==> config.mk <==
export PLATFORM = sky130hd
export DESIGN_NAME = ilnr_div
export DESIGN_NICKNAME = d
export VERILOG_FILES = /design/src/design/ilnr_pkg.sv /design/src/design/ilnr_div.sv
export SDC_FILE = /design/constraint.sdc
export NUM_CORES = 1
export LEC_CHECK = 0
export ABC_AREA = 1
export BUFFER_PORTS_ARGS = -buffer_cell sky130_fd_sc_hd__buf_2
export CORE_AREA = 2 2 90 92
export DETAILED_ROUTE_END_ITERATION = 8
export DIE_AREA = 0 0 92 94
export GPL_TIMING_DRIVEN = 0
export PLACE_DENSITY = 0.64
export SLEW_MARGIN = 20
export SYNTH_ARGS = -nofsm -noshare
export SYNTH_HDL_FRONTEND = slang
export SYNTH_SLANG_ARGS = --single-unit
==> constraint.sdc <==
create_clock -name clk -period 4.1 [get_ports clk]
set_clock_uncertainty 0.05 [all_clocks]
set_input_delay 1.23 -clock clk [delete_from_list [all_inputs] [get_ports clk]]
set_output_delay 1.23 -clock clk [all_outputs]
set_load 0.02 [all_outputs]
==> src/design/ilnr_pkg.sv <==
// Shared constants and types of the integer layer-norm requantiser.
// Depends on nothing; used by every other file of the block.
package ilnr_pkg;

  // Row store and index widths
  localparam int ROW_CAP = 1024;
  localparam int ADDR_W  = $clog2(ROW_CAP);
  localparam int LEN_W   = ADDR_W + 1;

  // Fixed-point scale format (unsigned Q8.SCALE_FRAC)
  localparam int SCALE_FRAC = 24;

  // Field widths fixed by the item format
  localparam int DATA_W   = 16;
  localparam int RLEN_W   = 11;
  localparam int SCALE_W  = 32;
  localparam int STDEV_W  = 9;
  localparam int ROOT_W   = 8;
  localparam int SUM_W    = 32;
  localparam int OUT_W    = 8;

  // Shared divider geometry
  localparam int DVD_W = 32;
  localparam int DVS_W = (LEN_W > STDEV_W) ? LEN_W : STDEV_W;
  localparam int CNT_W = $clog2(DVD_W);

  // Configuration register indexes
  localparam logic [1:0] REG_ROW_LENGTH   = 2'd0;
  localparam logic [1:0] REG_EPS_TERM     = 2'd1;
  localparam logic [1:0] REG_SCALE_FACTOR = 2'd2;
  localparam logic [1:0] REG_OUT_SCALE    = 2'd3;

  // Operation codes
  localparam logic OP_LOAD = 1'b0;
  localparam logic OP_READ = 1'b1;

  typedef struct packed {
    logic               start;
    logic [DVD_W-1:0]   dividend;
    logic [DVS_W-1:0]   divisor;
  } div_req_t;

  typedef struct packed {
    logic               done;
    logic [DVD_W-1:0]   quotient;
  } div_rsp_t;

endpackage

==> src/design/ilnr_div.sv <==
// Shared unsigned restoring divider, one quotient bit per cycle.
// Depends on ilnr_pkg for widths and the request/response structs.
module ilnr_div (
  input  logic                 clk,
  input  logic                 rst,
  input  ilnr_pkg::div_req_t   req,
  output ilnr_pkg::div_rsp_t   rsp
);

  logic                           busy;
  logic                           done;
  logic [ilnr_pkg::CNT_W-1:0]     cnt;
  logic [ilnr_pkg::DVD_W-1:0]     quo;
  logic [ilnr_pkg::DVS_W:0]       rem;
  logic [ilnr_pkg::DVS_W-1:0]     dvs;
  logic [ilnr_pkg::DVS_W:0]       rem_sh;
  logic [ilnr_pkg::DVS_W:0]       rem_next;
  logic                           take;

  // Shift in the next dividend bit and try a subtract
  always_comb begin
    rem_sh   = {rem[ilnr_pkg::DVS_W-1:0], quo[ilnr_pkg::DVD_W-1]};
    take     = rem_sh >= {1'b0, dvs};
    rem_next = take ? rem_sh - {1'b0, dvs} : rem_sh;
  end

  always_ff @(posedge clk) begin
    if (rst) begin
      busy <= 1'b0;
      done <= 1'b0;
      cnt  <= '0;
    end else begin
      done <= 1'b0;
      if (busy) begin
        rem <= rem_next;
        quo <= {quo[ilnr_pkg::DVD_W-2:0], take};
        cnt <= cnt + 1'b1;
        if (cnt == ilnr_pkg::CNT_W'(ilnr_pkg::DVD_W - 1)) begin
          busy <= 1'b0;
          done <= 1'b1;
        end
      end else if (req.start) begin
        busy <= 1'b1;
        cnt  <= '0;
        rem  <= '0;
        quo  <= req.dividend;
        dvs  <= req.divisor;
      end
    end
  end

  assign rsp.done     = done;
  assign rsp.quotient = quo;

endmodule
; After elaboration in Yosys (flattened, before gate mapping)
; Index checks and enable logic that the tools add are counted.
[totals]
reg_bits = 61
input_bits = 46
output_inout_bits = 33
[op_classes]
n_mux = 11
n_bitwise = 2
reduce_logical = 4
magnitude_cmp = 1
eq_ne = 1
n_addsub = 2
[op_table]
columns = cell, count
row1 = $mux 32, 2
row2 = $mux 11, 3
row3 = $ge 12x11->1, 1
row4 = $sub 11x11->11, 1
row5 = $mux 5, 2
row6 = $add 5x1->5 const B, 1
row7 = $eq 5x5->1 const B, 1
row8 = $mux 1, 4
row9 = $reduce_and 3->1, 1
row10 = $not 1->1, 2
row11 = $reduce_and 2->1, 1
row12 = $reduce_bool 2->1, 1
row13 = $reduce_or 2->1, 1

; Depth between registers and ports, before layout
; Gate-level depths: netlist of the first run.
[depth]
ltp_word = 3
ltp_mapped = 12
ltp_nobuf = 12

; Worst setup path after synthesis of the first run
; Ideal clock, no wire load.
[synth_timing]
path_type = input -> register
startpoint = input req[43] (netlist name)
endpoint = register quo[0] (netlist name) (enable)
stages = 2
setup_ps = 445
path_buffers = 0
arrival_time_ps = 3130
t_required_ps = 3605
path_slack_ps = 476
path_cell_list = nor2_1 -> nor2_1
[synth_via]
elab_chain_cells = 2
[synth_rtl]
columns = item, line
row1 = from (decl), ilnr_div.sv:6  ; input ilnr_pkg::div_req_t req,
row2 = $reduce_bool 2->1 (no source line), -
row3 = $reduce_and 2->1 (no source line), -
row4 = to (signal assigned), ilnr_div.sv:36  ; quo <= {quo[ilnr_pkg::DVD_W-2:0], take};
row5 = to (signal assigned), ilnr_div.sv:46  ; quo <= req.dividend;
row6 = to (decl), ilnr_div.sv:13  ; logic [ilnr_pkg::DVD_W-1:0] quo;
; No other way between the ends.
; A chain may end at the register's enable or synchronous reset.

; Worst setup path after layout of the first run
[layout_timing]
startpoint = register quo[31] (netlist name)
endpoint = register rem[4] (netlist name), data pin
[layout_via]
elab_chain_cells = 3
word_cells_on_any_way = 4
[layout_rtl]
columns = item, line
row1 = $sub 11x11->11 or $ge 12x11->1 (tied branches), "ilnr_div.sv:24, ilnr_div.sv:23"
row2 = $mux 11 *, ilnr_div.sv:24  ; rem_next = take ? rem_sh - {1'b0, dvs} : rem_sh;
row3 = $mux 11 *, ilnr_div.sv:34  ; if (busy) begin
row4 = to (signal assigned), ilnr_div.sv:35  ; rem <= rem_next;
row5 = to (decl), ilnr_div.sv:14  ; logic [ilnr_pkg::DVS_W:0] rem;
; Mark *: on every way between the ends. The rest lies on a longest branch, timed or not.

==> results.json, run 1 <==
{
  "min_period_over_period_pct": 55.5,
  "layout_common_cells": "164 x nand2_1, 81 x buf_2, 54 x inv_1, 54 x edfxtp_1, 29 x nor2_1",
  "cts.sinks": 61,
  "hpwl_um": 5410,
  "powerDensity_nw_per_um2": 410,
  "cts_tree": "done",
  "layout_commonest_cell": "nand2_1",
  "gp_routability_congestion": 0.841,
  "post-cts-setup-buffers": 0,
  "mappedNetlistArea_um2": 3340,
  "maxCapViolCount": 0,
  "fin_setup_tns_ps": 0,
  "crit_fanout": 10,
  "layout_min_cycle_time_ps": 2270,
  "cts-resized-gates": 0,
  "clock_latency_ps": 350,
  "avgRoutedWirePerCell_um": 12.6,
  "grt_max_degree": 19,
  "drive_gt1_share_pct": 24.8,
  "cts_buffers": 9,
  "fp.dieW_um": 92,
  "rows": 32,
  "endpoint_kind": "flip-flop",
  "worstPathRequired_ps": 4160,
  "htreeDepth": 3,
  "ctsHoldBuffers": 0,
  "insertedDiodeCount": 0,
  "yosysTopAreaCell": "edfxtp_1",
  "clk_pin_slew_ps": 70,
  "arrival_ps": 2330,
  "startpoint_type": "flip-flop",
  "worst-r2r-cell-count": 12,
  "postSynthCellCount": 396,
  "die_h_um": 94,
  "first_pass_iters": 5,
  "worst_pin_slew_ps": 713,
  "avgSynthCellArea_um2": 8.42,
  "clk_path_buf_depth": 2,
  "fp.coreArea_um2": 7610,
  "holdPathEnd": "cnt[3]$_SDFFE_PP0N_",
  "ys_warn_count": 0,
  "ioPinCount": 79,
  "drc": 0,
  "fmax_mhz": 440,
  "min_path_cells": 2,
  "crit_path_frequent_cell": "nand3_2",
  "yosys-top-cells-area": "edfxtp_1 49%, nand2_1 18%, inv_1 6.1%",
  "final_util_pct": 54.8,
  "die_area_um2": 8650,
  "crit_slowest_cell": "fa_1",
  "min_from": "cnt[3]$_SDFFE_PP0N_",
  "crit_type": "reg2reg",
  "worstPathCellList": "inv_1, ha_1, fa_1, inv_1, nand3_1, nand3_2, nand3_2, nand3_2, nor2_2, buf_6, nor2_1, nor2_1",
  "drtIter0Drc": 142,
  "syn_to_final_growth_pct": 24.9,
  "initial_utilization_pct": 43.8,
  "grt_pass1_vias": 2721,
  "p_leak_uw": 0.00208,
  "antenna_left": 0,
  "cts-root-buf": "clkbuf_8",
  "synthDistinctLibCells": 26,
  "synth_top_area_share_pct": 48.6,
  "reg2reg_slack_ps": 1830,
  "slowest_delay_ps": 420,
  "hold_violations": 0,
  "slew_viol_final": 0,
  "io_buffers": 78,
  "routed_wl_um": 7490,
  "reg2reg_from": "quo[31]$_DFFE_PP_",
  "hp-class": "reg2reg",
  "antenna_found_initial": 0,
  "setup_viol": 0,
  "synth-seq-cells": 61,
  "max_slew_margin_pct": 52.4,
  "grt_pass1_wl_um": 12400,
  "outcome": "complete, no violations",
  "synth_sequential_area_ratio_pct": 52.8,
  "grt_usage_pct": 18.5,
  "num_vias": 2808,
  "avgViaCountPerCell": 4.73,
  "rsz0062_at_grt": "false",
  "synth_nets": 456,
  "timing.rr.end": "rem[4]$_SDFFCE_PN0P_",
  "vdd_drop_max_mv": 0.207,
  "nNetsFinal": 547,
  "grt.overflow.total": 0
}
[how the worst max path moves through the flow]
stage	startpoint	endpoint	cells after the start
after CTS	req[43]	dvs[10]$_DFFE_PP_	3
after global routing	quo[31]$_DFFE_PP_	rem[6]$_SDFFCE_PN0P_	12
after detailed placement	req[43]	dvs[4]$_DFFE_PP_	3
after floorplan	req[43]	quo[0]$_DFFE_PP_	2
final	quo[31]$_DFFE_PP_	rem[4]$_SDFFCE_PN0P_	12
after global placement	req[43]	rem[5]$_SDFFCE_PN0P_	3
[power by group]
group          internal, uW  leakage (uW)  total [uW]  switching, uW
logic                   109       0.00137         295            186
clock network           420      0.000127         666            246
registers               726      0.000574         746           19.6
total                  1260       0.00208        1710            452
[final cells by class]
class | count | area, um2
Buffer | 14 | 82.6
Clock buffer | 10 | 138
Clock inverter | 6 | 109
Fill cell | 725 | 3440
Inverter | 54 | 203
Multi-Input combinational cell | 267 | 1300
Sequential cell | 61 | 1760
Tap cell | 102 | 128
Timing Repair Buffer | 80 | 445
[through the flow]
step                worst slack (ps)  cell area (um2)  cells  hold WS [ps]  power, uW
floorplan                        476             3340    396           387        957
global placement                -574             3850    576           403       1040
detailed placement              1310             3920    578           413       1050
CTS                             1670             4160    594           424       1720
global route                    1680             4170    594           452       1790
finish                          1830             4170    594           428       1710
[synth_stat cells (all sizes together)]
library cell	count
xor2	2
nor3	3
ha	13
buf	10
o21ai	3
edfxtp	54
dfxtp	7
a21oi	9
nor2	38
fa	1
inv	54
nand4	14
xnor2	1
nand3	16
clkbuf	4
nand2	166
o21a	1
[per-layer routing]
metal	track usage (%)	share of wire, %	vias up
met1	23.6	46	1273
li1	-	-	1436
met3	4.01	6.3	18
met5	0	0	-
met4	11.2	2.5	0
met2	28.8	45	81
[state kept, by name (all words and copies together), names as in the netlist]
name,flops
quo,32
dvs,11
rem,11
cnt,5
busy,1
done,1
[worst max-delay path: cells and delay by family, from the launching register on]
family                     cells  cell delay (ps)
adders and majority gates      2              660
and+or+nand+nor                7              640
DFF                            1              350
buffers and inverters          3              340
[logic make-up (layout without fill, tap and decap cells)]
| group | after synthesis | count (layout) | synth area share, % |
|---|---|---|---|
| flip-flops | 61 | 61 | 52.8 |
| adder cells (fa/ha/maj) | 14 | 14 | 5.48 |
| XOR/XNOR | 3 | 3 | 0.788 |
| buffers and inverters | 68 | 164 | 8.55 |
| AND/OR/NAND/NOR | 237 | 237 | 30.2 |
| AO/OA/AOI/OAI | 13 | 13 | 2.14 |
No activity file was read; power rests on OpenSTA's default activity.
==> run 2: changes to the inputs <==
Clock period 4.1 ns to 2.1 ns, I/O delays scaled along.
==> results.json, run 2 (synthesis results as in run 1) <==
{
  "insertedDiodeCount": 0,
  "crit_type": "reg2reg",
  "fp.dieW_um": 92,
  "grt_max_degree": 20,
  "gp_routability_congestion": 0.886,
  "initial_utilization_pct": 43.8,
  "crit_fanout": 5,
  "die_h_um": 94,
  "fillers": 690,
  "ioPinCount": 79,
  "grt_pass1_wl_um": 12200,
  "hpwl_um": 5330,
  "grt_usage_pct": 18.1,
  "maxCapViolCount": 0,
  "antenna_found_initial": 0,
  "nNetsFinal": 553,
  "cts.sinks": 61,
  "htreeDepth": 3,
  "drtIter0Drc": 200,
  "crit_slowest_cell": "edfxtp_1",
  "vdd_drop_max_mv": 0.484,
  "rsz0062_at_grt": "true",
  "place_area_um2": 3920,
  "syn_to_final_growth_pct": 28.8,
  "cts_buffers": 9,
  "clk_pin_slew_ps": 80,
  "setup_viol": 0,
  "drive_gt1_share_pct": 29.1,
  "slew_viol_final": 0,
  "drc": 0,
  "fin_setup_tns_ps": 0,
  "layout_min_cycle_time_ps": 2080,
  "max_slew_margin_pct": 57.8,
  "first_pass_iters": 4,
  "die_area_um2": 8650,
  "cts-root-buf": "clkbuf_8",
  "final_area_um2": 4300,
  "layout_commonest_cell": "nand2_1",
  "p_leak_uw": 0.00207,
  "cp.buffers_inverters": 2,
  "slowest_delay_ps": 420,
  "min_period_over_period_pct": 98.9,
  "layout_common_cells": "162 x nand2_1, 80 x buf_2, 54 x edfxtp_1",
  "rows": 32,
  "io_buffers": 78,
  "regMostFlops": "quo",
  "endpoint_kind": "flip-flop",
  "hp-class": "in2reg",
  "grt_pass1_vias": 2700,
  "fin_ws_ps": 23.2,
  "fp.coreArea_um2": 7610,
  "startpoint_type": "flip-flop",
  "arrival_ps": 2130,
  "antenna_left": 0,
  "dp_slack_ps": -31.2,
  "avgRoutedWirePerCell_um": 12.5,
  "outcome": "complete, no violations",
  "top_regs": "quo (32), dvs (11), rem (11)",
  "path_delay_family": "adder cells",
  "worstPathRequired_ps": 2150,
  "worst_pin_slew_ps": 632,
  "crit_path_frequent_cell": "nand3_4",
  "routed_wl_um": 7510,
  "num_vias": 2830,
  "avgViaCountPerCell": 4.72,
  "hold_violations": 0,
  "clock_latency_ps": 340,
  "worstPathCellList": "ha_4, fa_2, inv_2, nand3_2, nand3_4, nand3_4, nand3_4, nor2_4, buf_8, nor2_4, nor2_2",
  "largest_reg_flops": 32,
  "powerDensity_nw_per_um2": 712,
  "clk_path_buf_depth": 2,
  "grt.overflow.total": 0,
  "cts_tree": "done",
  "fmax_mhz": 482
}
## run 2: worst register-to-register path, stage by stage, from the launching register on
cell	delay, ps
edfxtp_1	420
ha_4	190
fa_2	390
inv_2	80
nand3_2	90
nand3_4	90
nand3_4	90
nand3_4	100
nor2_4	50
buf_8	140
nor2_4	80
nor2_2	60
## run 2: path summary, 6_finish.rpt
check	start	endpoint	slack, ps	cells after the start
setup / recovery	dvs[0]$_DFFE_PP_	rem[4]$_SDFFCE_PN0P_	20	11
hold / removal	req[0]	dvs[0]$_DFFE_PP_	410	1
setup reg to reg	dvs[0]$_DFFE_PP_	rem[4]$_SDFFCE_PN0P_	20	11
hold reg to reg	cnt[3]$_SDFFE_PP0N_	cnt[3]$_SDFFE_PP0N_	410	2
## run 2: repair_timing
item	4_1_cts	5_1_grt
hold buffers	0	0
buffers inserted	1	3
gates resized for setup	2	34
cloned	1	1
setup endpoints to repair	6	11
pin swaps	0	6
## run 2: area by class of cell
class,count,area [um2],share of cell area [%]
Sequential cell,61,1760,41.0
Multi-Input combinational cell,267,1450,33.6
Timing Repair Buffer,86,494,11.5
Inverter,54,203,4.72
Clock buffer,11,141,3.29
Tap cell,102,128,2.97
Buffer,14,88.8,2.07
Clock inverter,5,36.3,0.844
## run 2: metal layers
metal  vias up  global-route usage [%]  part of all wire [%]
met5         -                       0                     0
met4         0                    6.47                  0.96
met3         8                    5.14                   7.1
met2        92                    27.2                    46
met1      1279                    25.1                    45
li1       1451                       -                     -
## run 2: stage by stage
stage | hold WS (ps) | utilization, % | std cells | total power [uW]
finish | 412 | 56.5 | 600 | 3060
global route | 391 | 56.5 | 600 | 3230
CTS | 396 | 54.1 | 596 | 3010
detailed placement | 404 | 51.5 | 578 | 2060
global placement | 401 | 50.8 | 576 | 2030
floorplan | 389 | - | 396 | 1870
## run 2: power breakdown
| group | total [uW] | switching (uW) | internal (uW) |
|---|---|---|---|
| Combinational | 658 | 398 | 260 |
| Clock | 942 | 480 | 462 |
| Sequential | 1460 | 41.4 | 1420 |
==> run 3: changes to the inputs <==
--- a/config.mk
+++ b/config.mk
@@ -9,2 +9,3 @@
 export BUFFER_PORTS_ARGS = -buffer_cell sky130_fd_sc_hd__buf_2
+export CAP_MARGIN = 20
 export CORE_AREA = 2 2 90 92
--- a/constraint.sdc
+++ b/constraint.sdc
@@ -4,2 +4,2 @@
 set_output_delay 0.63 -clock clk [all_outputs]
-set_load 0.02 [all_outputs]
+set_load 0.005 [all_outputs]
==> results.json, run 3 (synthesis results as in run 1) <==
{
  "min_path_cells": 1,
  "min_period_over_period_pct": 97.4,
  "worst-r2r-cell-count": 9,
  "syn_to_final_growth_pct": 30.5,
  "layout_commonest_cell": "nand2_1",
  "top_regs": "quo (32), dvs (11), rem (11)",
  "grt.overflow.total": 0,
  "fin_setup_tns_ps": 0,
  "io_buffers": 78,
  "layout_common_cells": "164 x nand2_1, 80 x buf_2, 54 x edfxtp_1",
  "drtIter0Drc": 117,
  "clk_path_buf_depth": 2,
  "cts_tree": "done",
  "placed_cells": 578,
  "grt_pass1_wl_um": 12700,
  "cts.sinks": 61,
  "timing.rr.end": "rem[6]$_SDFFCE_PN0P_",
  "crit_fanout": 5,
  "rows": 32,
  "maxCapViolCount": 0,
  "powerDensity_nw_per_um2": 737,
  "nNetsFinal": 561,
  "final_util_pct": 57.2,
  "largest_reg_flops": 32,
  "endpoint_kind": "flip-flop",
  "avgViaCountPerCell": 4.79,
  "crit_path_frequent_cell": "buf_4",
  "place_area_um2": 3920,
  "worstPathCellList": "ha_4, nand2_2, nor3_4, buf_4, a21oi_2, buf_4, nand4_1, nand2_1, nor2_1",
  "layout_min_cycle_time_ps": 2040,
  "crit_slowest_cell": "edfxtp_1",
  "ioPinCount": 79,
  "fp.dieW_um": 92,
  "gp_routability_congestion": 0.849,
  "routed_wl_um": 7910,
  "outcome": "complete, no violations",
  "setup_viol": 0,
  "cts_buffers": 9,
  "fp.coreArea_um2": 7610,
  "slowest_delay_ps": 430,
  "fillers": 716,
  "reg2reg_from": "rem[8]$_SDFFCE_PN0P_",
  "slew_viol_final": 0,
  "cp-startpoint": "rem[8]$_SDFFCE_PN0P_",
  "final_area_um2": 4350,
  "initial_utilization_pct": 43.8,
  "avgRoutedWirePerCell_um": 13.0,
  "p_leak_uw": 0.00212,
  "die_area_um2": 8650,
  "worstPathRequired_ps": 2220,
  "grt_usage_pct": 18.7,
  "cts-root-buf": "clkbuf_8",
  "grt_pass1_vias": 2777,
  "antenna_found_initial": 0,
  "max_slew_margin_pct": 53.3,
  "reg2reg_slack_ps": 60,
  "fmax_mhz": 489,
  "startpoint_type": "flip-flop",
  "die_h_um": 94,
  "num_vias": 2911,
  "hpwl_um": 5420,
  "clk_pin_slew_ps": 70,
  "crit_type": "reg2reg",
  "hold_violations": 0,
  "crit_end": "rem[6]$_SDFFCE_PN0P_",
  "drive_gt1_share_pct": 29.6,
  "grt_max_degree": 20,
  "drc": 0,
  "antenna_left": 0,
  "vdd_drop_max_mv": 0.388,
  "fin_hold_ws_ps": 411,
  "worst_pin_slew_ps": 700,
  "htreeDepth": 3,
  "final_cells": 608,
  "arrival_ps": 2170,
  "insertedDiodeCount": 0,
  "hp-class": "in2reg",
  "first_pass_iters": 5,
  "clock_latency_ps": 340,
  "regMostFlops": "quo"
}
==> run 3: cell types whose count changed in the layout (fill, tap and decap cells not counted), moves of 2 or more <==
cell,delta
buf_4,+8
bufinv_16,+2
nand2_1,+2
nor2_1,+3
nor2_4,-4
clkinvlp_4,-2
nand2_2,-2
==> run 3: what timing repair did <==
item / CTS / global route
endpoints found under the setup margin: 12 / 11
gates cloned: 1 / 1
resized for setup: 9 / 20
pin swaps: 3 / 7
hold buffers: 0 / 0
setup buffers: 6 / 6
==> run 3: critical path, delay by kind of cell (launching register included) <==
family / cells / cell delay, ps
flops: 1 / 430
compound gates: 1 / 70
buf+inv: 2 / 350
simple gates: 5 / 670
fa+ha+maj: 1 / 320
==> run 3: per-layer routing <==
metal	share of wire (%)	vias to the layer above	wire length (um)	track usage [%]
li1	-	1469	-	-
met1	44	1345	3480	23.9
met2	48	89	3830	30.9
met3	6.5	8	513	4.41
met4	1.1	0	85	7.46
met5	0	-	0	0
==> run 3: how the worst min path moves through the flow <==
stage / start / end / slack [ps]
final: req[5] / dvs[5]$_DFFE_PP_ / 410
after global routing: req[2] / dvs[2]$_DFFE_PP_ / 400
after CTS: req[2] / dvs[2]$_DFFE_PP_ / 400
after detailed placement: cnt[3]$_SDFFE_PP0N_ / cnt[3]$_SDFFE_PP0N_ / 410
after global placement: cnt[3]$_SDFFE_PP0N_ / cnt[3]$_SDFFE_PP0N_ / 400
after floorplan: cnt[4]$_SDFFE_PP0N_ / cnt[4]$_SDFFE_PP0N_ / 390
==> run 3: where the power goes <==
| group | leakage, uW | switching (uW) | internal, uW |
|---|---|---|---|
| sequential | 0.000574 | 41.1 | 1420 |
| clock | 0.000107 | 479 | 668 |
| combinational | 0.00144 | 347 | 257 |
| total | 0.00212 | 867 | 2340 |
==> run 3: area by class of cell <==
class                   count  area, um2  area share, %
repair buffers             94        554           12.7
inverters                  54        203           4.66
clock inverters             6       86.3           1.98
plain buffers              14       85.1           1.95
flip-flops and latches     61       1760           40.5
clock buffers              10        128           2.93
multi-input cells         267       1410           32.3
well taps                 102        128           2.93
==> run 3: per-stage QoR <==
stage	worst slack (ps)	total power, uW
after floorplan	81.4	1820
after global placement	-159	1980
after detailed placement	-166	2010
after CTS	3.25	3180
after global routing	-27.9	3350
final	55.2	3210
